<file path="src/rtl/meeu_pkg.sv">
// Package for the coprocessor-0 exception entry unit.
// Holds the event kinds, vector constants and the structs shared by the core and the top level.
// No dependencies.
package meeu_pkg;

    localparam logic [31:0] STATUS_RESET     = 32'h1090_0000;
    localparam logic [31:0] VEC_RESET        = 32'hBFC0_0000;
    localparam logic [31:0] VEC_GENERAL_BEV0 = 32'h8000_0080;
    localparam logic [31:0] VEC_GENERAL_BEV1 = 32'hBFC0_0180;
    localparam logic [31:0] PC_STEP          = 32'd4;
    localparam int          BEV_BIT          = 22;
    localparam int          MODE_STACK_W     = 6;

    localparam int IN_TDATA_W  = 104;
    localparam int IN_TUSER_W  = 2;
    localparam int OUT_TDATA_W = 168;
    localparam int OUT_TUSER_W = 2;

    typedef enum logic [1:0] {
        KIND_EXCEPTION    = 2'd0,
        KIND_ALIGN        = 2'd1,
        KIND_RESET        = 2'd2,
        KIND_STATUS_WRITE = 2'd3
    } t_kind;

    typedef struct packed {
        t_kind       kind;
        logic [4:0]  exc_code;
        logic [31:0] current_pc;
        logic        in_delay_slot;
        logic [31:0] access_address;
        logic        access_is_word;
        logic [31:0] write_value;
    } t_event;

    typedef struct packed {
        logic [31:0] status;
        logic [31:0] epc;
        logic [4:0]  cause;
        logic        bd;
        logic [31:0] bad_address;
    } t_cp0_state;

    typedef struct packed {
        logic        redirect;
        logic [31:0] new_pc;
        logic [31:0] next_pc;
        logic        misaligned;
    } t_result;

endpackage

</file>
<file path="src/rtl/meeu_core.sv">
// Next-state and result logic of the coprocessor-0 exception entry unit.
// Purely combinational; uses the types and constants of meeu_pkg.
module meeu_core (
    input  meeu_pkg::t_event     i_event,
    input  meeu_pkg::t_cp0_state i_state,
    output meeu_pkg::t_cp0_state o_state,
    output meeu_pkg::t_result    o_result
);

    logic [meeu_pkg::MODE_STACK_W-1:0] pushed_stack;
    logic [31:0]                       pushed_status;
    logic                              addr_bad;

    // The mode/interrupt-enable stack moves up one level; the new level is kernel, disabled.
    assign pushed_stack  = {i_state.status[meeu_pkg::MODE_STACK_W-3:0], 2'b00};
    assign pushed_status = {i_state.status[31:meeu_pkg::MODE_STACK_W], pushed_stack};
    assign addr_bad      = i_event.access_is_word ? (i_event.access_address[1:0] != 2'b00)
                                                  : i_event.access_address[0];

    always_comb begin
        o_state  = i_state;
        o_result = '0;
        unique case (i_event.kind)
            meeu_pkg::KIND_EXCEPTION: begin
                o_state.status = pushed_status;
                o_state.bd     = i_event.in_delay_slot;
                o_state.epc    = i_event.in_delay_slot ? (i_event.current_pc - meeu_pkg::PC_STEP)
                                                       : i_event.current_pc;
                o_state.cause  = i_event.exc_code;
                o_result.redirect = 1'b1;
                o_result.new_pc   = pushed_status[meeu_pkg::BEV_BIT]
                                    ? meeu_pkg::VEC_GENERAL_BEV1 : meeu_pkg::VEC_GENERAL_BEV0;
                o_result.next_pc  = pushed_status[meeu_pkg::BEV_BIT]
                                    ? (meeu_pkg::VEC_GENERAL_BEV1 + meeu_pkg::PC_STEP)
                                    : (meeu_pkg::VEC_GENERAL_BEV0 + meeu_pkg::PC_STEP);
            end
            meeu_pkg::KIND_ALIGN: begin
                if (addr_bad) begin
                    o_state.bad_address = i_event.access_address;
                end
                o_result.misaligned = addr_bad;
            end
            meeu_pkg::KIND_RESET: begin
                o_state.status    = meeu_pkg::STATUS_RESET;
                o_result.redirect = 1'b1;
                o_result.new_pc   = meeu_pkg::VEC_RESET;
                o_result.next_pc  = meeu_pkg::VEC_RESET + meeu_pkg::PC_STEP;
            end
            meeu_pkg::KIND_STATUS_WRITE: begin
                o_state.status = i_event.write_value;
            end
            default: begin
                o_state = i_state;
            end
        endcase
    end

endmodule

</file>
<file path="src/rtl/mips_exception_entry_unit.sv">
// Top level of the coprocessor-0 exception entry unit: input register, state, result register.
// Depends on meeu_pkg and meeu_core.
//
// Channel   Dir  Group        Contents
// events    in   s_axis       tuser: kind; tdata: exc_code .. write_value
// results   out  m_axis       tuser: redirect, misaligned; tdata: vectors and CP0 state
//
// An item is registered on acceptance and its result is registered when it moves on to the
// result register; one item per cycle is sustained while the output is not stalled.
// The status, EPC, cause and bad-address registers update when the result is registered.
// A stalled output holds its result; the input register still takes one more item.
// Reset (synchronous, active low) loads status 0x10900000, clears the other CP0 registers
// and empties both stages.
module mips_exception_entry_unit (
    input  logic                               i_clk,
    input  logic                               i_rst_n,
    input  logic                               i_s_axis_tvalid,
    output logic                               o_s_axis_tready,
    // tdata: exc_code[4:0], current_pc[36:5], in_delay_slot[37], access_address[69:38],
    //        access_is_word[70], write_value[102:71], zero pad[103]
    input  logic [meeu_pkg::IN_TDATA_W-1:0]    i_s_axis_tdata,
    // tuser: kind[1:0]
    input  logic [meeu_pkg::IN_TUSER_W-1:0]    i_s_axis_tuser,
    output logic                               o_m_axis_tvalid,
    input  logic                               i_m_axis_tready,
    // tdata: new_pc[31:0], next_pc[63:32], exception_pc[95:64], status_out[127:96],
    //        cause_code_out[132:128], branch_delay_out[133], bad_address_out[165:134],
    //        zero pad[167:166]
    output logic [meeu_pkg::OUT_TDATA_W-1:0]   o_m_axis_tdata,
    // tuser: redirect[0], misaligned[1]
    output logic [meeu_pkg::OUT_TUSER_W-1:0]   o_m_axis_tuser
);

    logic                 r_in_valid;
    meeu_pkg::t_event     r_in_event;
    meeu_pkg::t_event     n_in_event;
    meeu_pkg::t_cp0_state r_state;
    meeu_pkg::t_cp0_state n_state;
    logic                 r_out_valid;
    meeu_pkg::t_result    r_out_result;
    meeu_pkg::t_result    n_result;
    logic                 out_ready;
    logic                 step_fire;
    logic                 in_fire;

    assign out_ready       = !r_out_valid || i_m_axis_tready;
    assign step_fire       = r_in_valid && out_ready;
    assign o_s_axis_tready = !r_in_valid || out_ready;
    assign in_fire         = i_s_axis_tvalid && o_s_axis_tready;

    assign n_in_event.kind           = meeu_pkg::t_kind'(i_s_axis_tuser[1:0]);
    assign n_in_event.exc_code       = i_s_axis_tdata[4:0];
    assign n_in_event.current_pc     = i_s_axis_tdata[36:5];
    assign n_in_event.in_delay_slot  = i_s_axis_tdata[37];
    assign n_in_event.access_address = i_s_axis_tdata[69:38];
    assign n_in_event.access_is_word = i_s_axis_tdata[70];
    assign n_in_event.write_value    = i_s_axis_tdata[102:71];

    meeu_core u_core (
        .i_event  (r_in_event),
        .i_state  (r_state),
        .o_state  (n_state),
        .o_result (n_result)
    );

    always_ff @(posedge i_clk) begin
        if (!i_rst_n) begin
            r_in_valid          <= 1'b0;
            r_out_valid         <= 1'b0;
            r_state.status      <= meeu_pkg::STATUS_RESET;
            r_state.epc         <= '0;
            r_state.cause       <= '0;
            r_state.bd          <= 1'b0;
            r_state.bad_address <= '0;
        end else begin
            if (in_fire) begin
                r_in_valid <= 1'b1;
            end else if (step_fire) begin
                r_in_valid <= 1'b0;
            end
            if (step_fire) begin
                r_out_valid <= 1'b1;
                r_state     <= n_state;
            end else if (i_m_axis_tready) begin
                r_out_valid <= 1'b0;
            end
        end
    end

    always_ff @(posedge i_clk) begin
        if (in_fire) begin
            r_in_event <= n_in_event;
        end
        if (step_fire) begin
            r_out_result <= n_result;
        end
    end

    // The state only changes together with the result register, so it matches the held result.
    assign o_m_axis_tvalid = r_out_valid;
    assign o_m_axis_tuser  = {r_out_result.misaligned, r_out_result.redirect};
    assign o_m_axis_tdata  = {2'b00, r_state.bad_address, r_state.bd, r_state.cause,
                              r_state.status, r_state.epc,
                              r_out_result.next_pc, r_out_result.new_pc};

    a_next_pc_follows: assert property (@(posedge i_clk) disable iff (!i_rst_n)
        o_m_axis_tvalid && r_out_result.redirect |->
            r_out_result.next_pc == r_out_result.new_pc + meeu_pkg::PC_STEP)
        else $error("next_pc does not follow new_pc");

    a_flags_exclusive: assert property (@(posedge i_clk) disable iff (!i_rst_n)
        o_m_axis_tvalid |-> !(r_out_result.redirect && r_out_result.misaligned))
        else $error("redirect and misaligned both set");

    a_reset_status: assert property (@(posedge i_clk)
        !i_rst_n |=> r_state.status == meeu_pkg::STATUS_RESET)
        else $error("status register not loaded by reset");

    a_reset_vector: assert property (@(posedge i_clk) disable iff (!i_rst_n)
        step_fire && r_in_event.kind == meeu_pkg::KIND_RESET |=>
            r_out_result.new_pc == meeu_pkg::VEC_RESET &&
            r_state.status == meeu_pkg::STATUS_RESET)
        else $error("reset event did not select the reset vector");

    a_state_only_on_step: assert property (@(posedge i_clk) disable iff (!i_rst_n)
        !step_fire |=> $stable(r_state))
        else $error("CP0 state changed without a step");

endmodule

</file>
<file path="config.mk">
export PLATFORM = sky130hd
export DESIGN_NAME = mips_exception_entry_unit
export DESIGN_NICKNAME = d
export VERILOG_FILES = /design/src/rtl/meeu_pkg.sv /design/src/rtl/meeu_core.sv /design/src/rtl/mips_exception_entry_unit.sv
export SDC_FILE = /design/constraint.sdc
export NUM_CORES = 1
export LEC_CHECK = 0
export BUFFER_PORTS_ARGS = -buffer_cell sky130_fd_sc_hd__buf_2
export CAP_MARGIN = 40
export CELL_PAD_IN_SITES_DETAIL_PLACEMENT = 0
export CELL_PAD_IN_SITES_GLOBAL_PLACEMENT = 2
export CORE_AREA = 8 8 177 179
export CTS_BUF_LIST = sky130_fd_sc_hd__clkbuf_4
export DETAILED_ROUTE_END_ITERATION = 7
export DIE_AREA = 0 0 185 187
export GPL_TIMING_DRIVEN = 0
export PLACE_DENSITY_LB_ADDON = 0.1
export RECOVER_POWER = 100
export SLEW_MARGIN = 20
export SYNTH_ARGS = -nofsm -noshare
export SYNTH_HDL_FRONTEND = slang
export SYNTH_SLANG_ARGS = --single-unit
</file>
<file path="constraint.sdc">
create_clock -name i_clk -period 3.55 [get_ports i_clk]
set_clock_uncertainty 0.1 [all_clocks]
set_input_delay 0.5325 -clock i_clk [delete_from_list [all_inputs] [get_ports i_clk]]
set_output_delay 0.5325 -clock i_clk [all_outputs]
set_load 0.01 [all_outputs]
</file>
==> run_results.csv <==
group,metric,value,unit
status,outcome,"finished, final reports clean",
floorplanning,fp.dieW,185,um
logic_synthesis,synth_top_cell_area_share,40.4,%
clocking,cts_max_path_buffers,3,
timing,finalCritPeriodShare,85.3,%
floorplanning,die_h,187,um
worst_setup_path,path_class,"reg -> reg",
finish,final_nets,1244,
logic_synthesis,synth.avg_cell_area,11.9,um^2
timing,hold_viol_final,0,
floorplanning,coreArea,0.0284,mm^2
place,dp_cells,1350,
timing,max_freq,330,MHz
timing,setup_slack,0.521,ns
logic_synthesis,syn_area,0.00818,mm^2
place,dp.final_hpwl,17.7,mm
logic_synthesis,synth-edff-count,110,
grt,overflow,0,
logic_synthesis,synth_cells,685,
floorplanning,ios,282,
worst_setup_path,max_stage_delay,1.10,ns
logic_synthesis,synthMuxAreaShare,3.91,%
clocking,cts_root_buf,"clkbuf_4",
floorplanning,initial_utilization,28.8,%
worst_setup_path,crit_required,3.73,ns
logic_synthesis,synth_top_family_by_area,"simple AND/OR/NAND/NOR gates",
finish,area_growth,43.5,%
worst_setup_path,timing.rr.end,"r_in_event[40]",
worst_setup_path,crit_path_max_fanout,49,
clocking,cts_resized,0,
clocking,htreeDepth,2,
grt,grt_start_max_net_pins,50,
power_and_ir_drop,ir_worst_vdd,0.000214,V
finish,fin_cells,1569,
clocking,cts_tree,"done",
place,port_buffers,236,
worst_setup_path,r2r_start,"r_in_valid",
worst_setup_path,cp-start-kind,"flop",
drt,via_per_inst,4.22,
logic_synthesis,synth-compound-area-share,8.12,%
floorplanning,std_cell_rows,62,
timing,rsz0062_at_grt,"false",
clocking,clock-sinks,214,
logic_synthesis,synth.area.top_cells,"edfxtp_1 40%, dfxtp_1 25%, buf_4 5.8%",
logic_synthesis,synth_warnings,0,
timing,period_minus_slack,3.03,ns
drt,vias,6614,
timing,slew_viol_final,0,
clocking,cts_made_buffers,58,
logic_synthesis,synthXorXnorAreaFrac,1.28,%
clocking,clkLatencyLatePin,0.68,ns
finish,drive_gt1_share,25.4,%
grt,antenna_found_initial,1,
drt,post_drt_wl_per_cell,16.1,um
worst_setup_path,cp.arrival,3.21,ns
logic_synthesis,synth_top_flop_cell,"edfxtp_1",
job,cap_violations,0,
grt,grt_pass1_vias,7045,
logic_synthesis,synthArstFlopShare,0,%
grt,grt_pass1_wl,39.1,mm
logic_synthesis,synth_simple_gate_area_share,12.6,%
drt,dr.pass1.iters,4,
logic_synthesis,ys_ff_latch,214,
worst_setup_path,worstSetupEndpointType,"flop",
clocking,path_clk_slew,0.06,ns
min_path,hold_depth,4,
logic_synthesis,synth_fa_ha_area_share,0.153,%
worst_setup_path,cp_cell_sequence,"clkbuf_1 -> nand2_1 -> and2_0 -> clkbuf_2",
timing,finalSetupViolCount,0,
floorplanning,die_area,0.0346,mm^2
place,gp_congestion,0.714,
logic_synthesis,synth_cell_types,47,
worst_setup_path,reg2reg_slack,0.52,ns
place,post-place-ws,0.684,ns
drt,drt_wl_total,25.2,mm
min_path,holdCritStartpoint,"i_m_axis_tready",
logic_synthesis,yosysTopAreaCell,"edfxtp_1",
worst_setup_path,critPathBufInv,2,
timing,maxSlewHeadroom,12.4,%
drt,antenna_left,0,
drt,drtIter0Drc,260,
drt,route.detailed.drc,0,
worst_setup_path,r2r_cells,4,
worst_setup_path,critPathTopFamily,"buffers and inverters",
grt,grtUsageTotal,14.2,%
min_path,hp-class,"in -> reg",
worst_setup_path,crit_cells,4,
timing,setup_tns,0,ns
timing,worstMarginPinSlew,1.31,ns
worst_setup_path,slowest_stage,"clkbuf_2",
min_path,hold_end,"o_m_axis_tvalid",
logic_synthesis,synth_seq_area_share,65.8,%
power_and_ir_drop,p_leak,4.77,nW
timing,holdWs,0.0902,ns
power_and_ir_drop,powerDensity,469,mW/mm^2
-- cell families after synthesis --
family          count (synthesis)
xor+xnor                       12
buf+inv                       109
simple gates                  204
compound gates                112
mux                            32
flops                         214
fa+ha+maj                       1
other cells                     1
-- worst max-delay path by stage --
stage                               start            endpoint  slack, ns
after global routing           r_in_valid      r_in_event[36]       0.28
after CTS                 r_in_event[103]  o_m_axis_tdata[94]       0.67
final                          r_in_valid      r_in_event[40]       0.52
after floorplan           i_m_axis_tready       r_in_event[0]       0.97
after global placement    i_m_axis_tready      r_in_event[62]       0.09
after detailed placement  r_in_event[103]  o_m_axis_tdata[94]       0.68
-- cell usage after synthesis (3+ instances only) --
cell type / count
and3_1: 3
or3_1: 4
nand2_1: 45
a22oi_1: 4
xor2_1: 8
o21ai_0: 28
clkbuf_1: 33
a22o_1: 4
nor4_1: 6
and4_1: 5
buf_4: 63
nand4_1: 4
xnor2_1: 4
nor3_1: 16
nand3_1: 30
a21oi_1: 41
and2_1: 3
nor2_1: 58
edfxtp_1: 110
buf_1: 4
a211oi_1: 10
mux2i_1: 32
or4_1: 15
inv_1: 4
o31ai_1: 10
a31oi_1: 11
dfxtp_1: 104
-- metrics by stage --
| stage | area, um^2 | util [%] | total power (W) |
|---|---|---|---|
| after floorplan | 8340 | - | 0.00302 |
| after global placement | 10000 | 35.2 | 0.00320 |
| after detailed placement | 10100 | 35.5 | 0.00321 |
| after CTS | 11900 | 42.0 | 0.00564 |
| after global routing | 11700 | 41.4 | 0.00580 |
| final | 11700 | 41.4 | 0.00550 |
-- cell type report --
| type | count | area, um^2 |
|---|---|---|
| Fill cell | 2897 | 16700 |
| Sequential cell | 214 | 5390 |
| Multi-Input combinational cell | 404 | 2300 |
| Timing Repair Buffer | 346 | 2120 |
| Clock buffer | 98 | 736 |
| Buffer | 104 | 644 |
| Tap cell | 384 | 480 |
| Clock inverter | 12 | 56.3 |
| Inverter | 5 | 18.8 |
| Antenna cell | 2 | 5.00 |
-- flip-flops by register name (all words and copies together), names as in the netlist --
name,count
r_in_valid,1
o_m_axis_tuser,1
o_m_axis_tvalid,1
o_m_axis_tdata,106
r_in_event,105
-- cell usage in the layout (no fill, tap or decap), drive strengths merged, types with 5 or more instances in the layout --
cell type / synthesis / layout
inv: 5 / 6
nor3: 16 / 16
o21ai: 28 / 28
mux2i: 32 / 32
clkbuf: 33 / 272
o31ai: 10 / 10
nand3: 30 / 30
nand2: 45 / 45
xor2: 8 / 8
dfxtp: 104 / 104
edfxtp: 110 / 110
conb: 1 / 43
a21oi: 41 / 41
nor4: 6 / 6
nor2: 58 / 58
or4: 16 / 16
buf: 71 / 170
a31oi: 11 / 11
clkinv: 0 / 10
dlygate4sd3: 0 / 106
a211oi: 10 / 10
and4: 5 / 5
-- tightest hold or removal path: stages --
cell     delay (ns)
buf_2          0.08
nor2b_1        0.07
nor2_1         0.09
nor2_1         0.04
-- metal layers --
layer | vias to the layer above | part of all wire (%) | GRT usage, %
met4 | 0 | 2.4 | 4.96
met3 | 46 | 11 | 6.53
met2 | 265 | 44 | 22.4
met1 | 2985 | 42 | 16.9
met5 | - | 0 | 0
li1 | 3318 | - | -
-- report_power, final --
part	switching (W)	total [W]	leakage [nW]	internal (W)
combinational	0.000233	0.000458	2.37	0.000226
clock	0.00104	0.00228	0.478	0.00124
sequential	0.0000556	0.00277	1.92	0.00271
total	0.00132	0.00550	4.77	0.00418
-- repair_timing --
| action | in CTS | in global routing |
|---|---|---|
| setup buffers | 0 | 0 |
| hold endpoints to repair | 106 | 0 |
| hold buffers | 106 | 0 |
(Power assumes the default switching activity.)
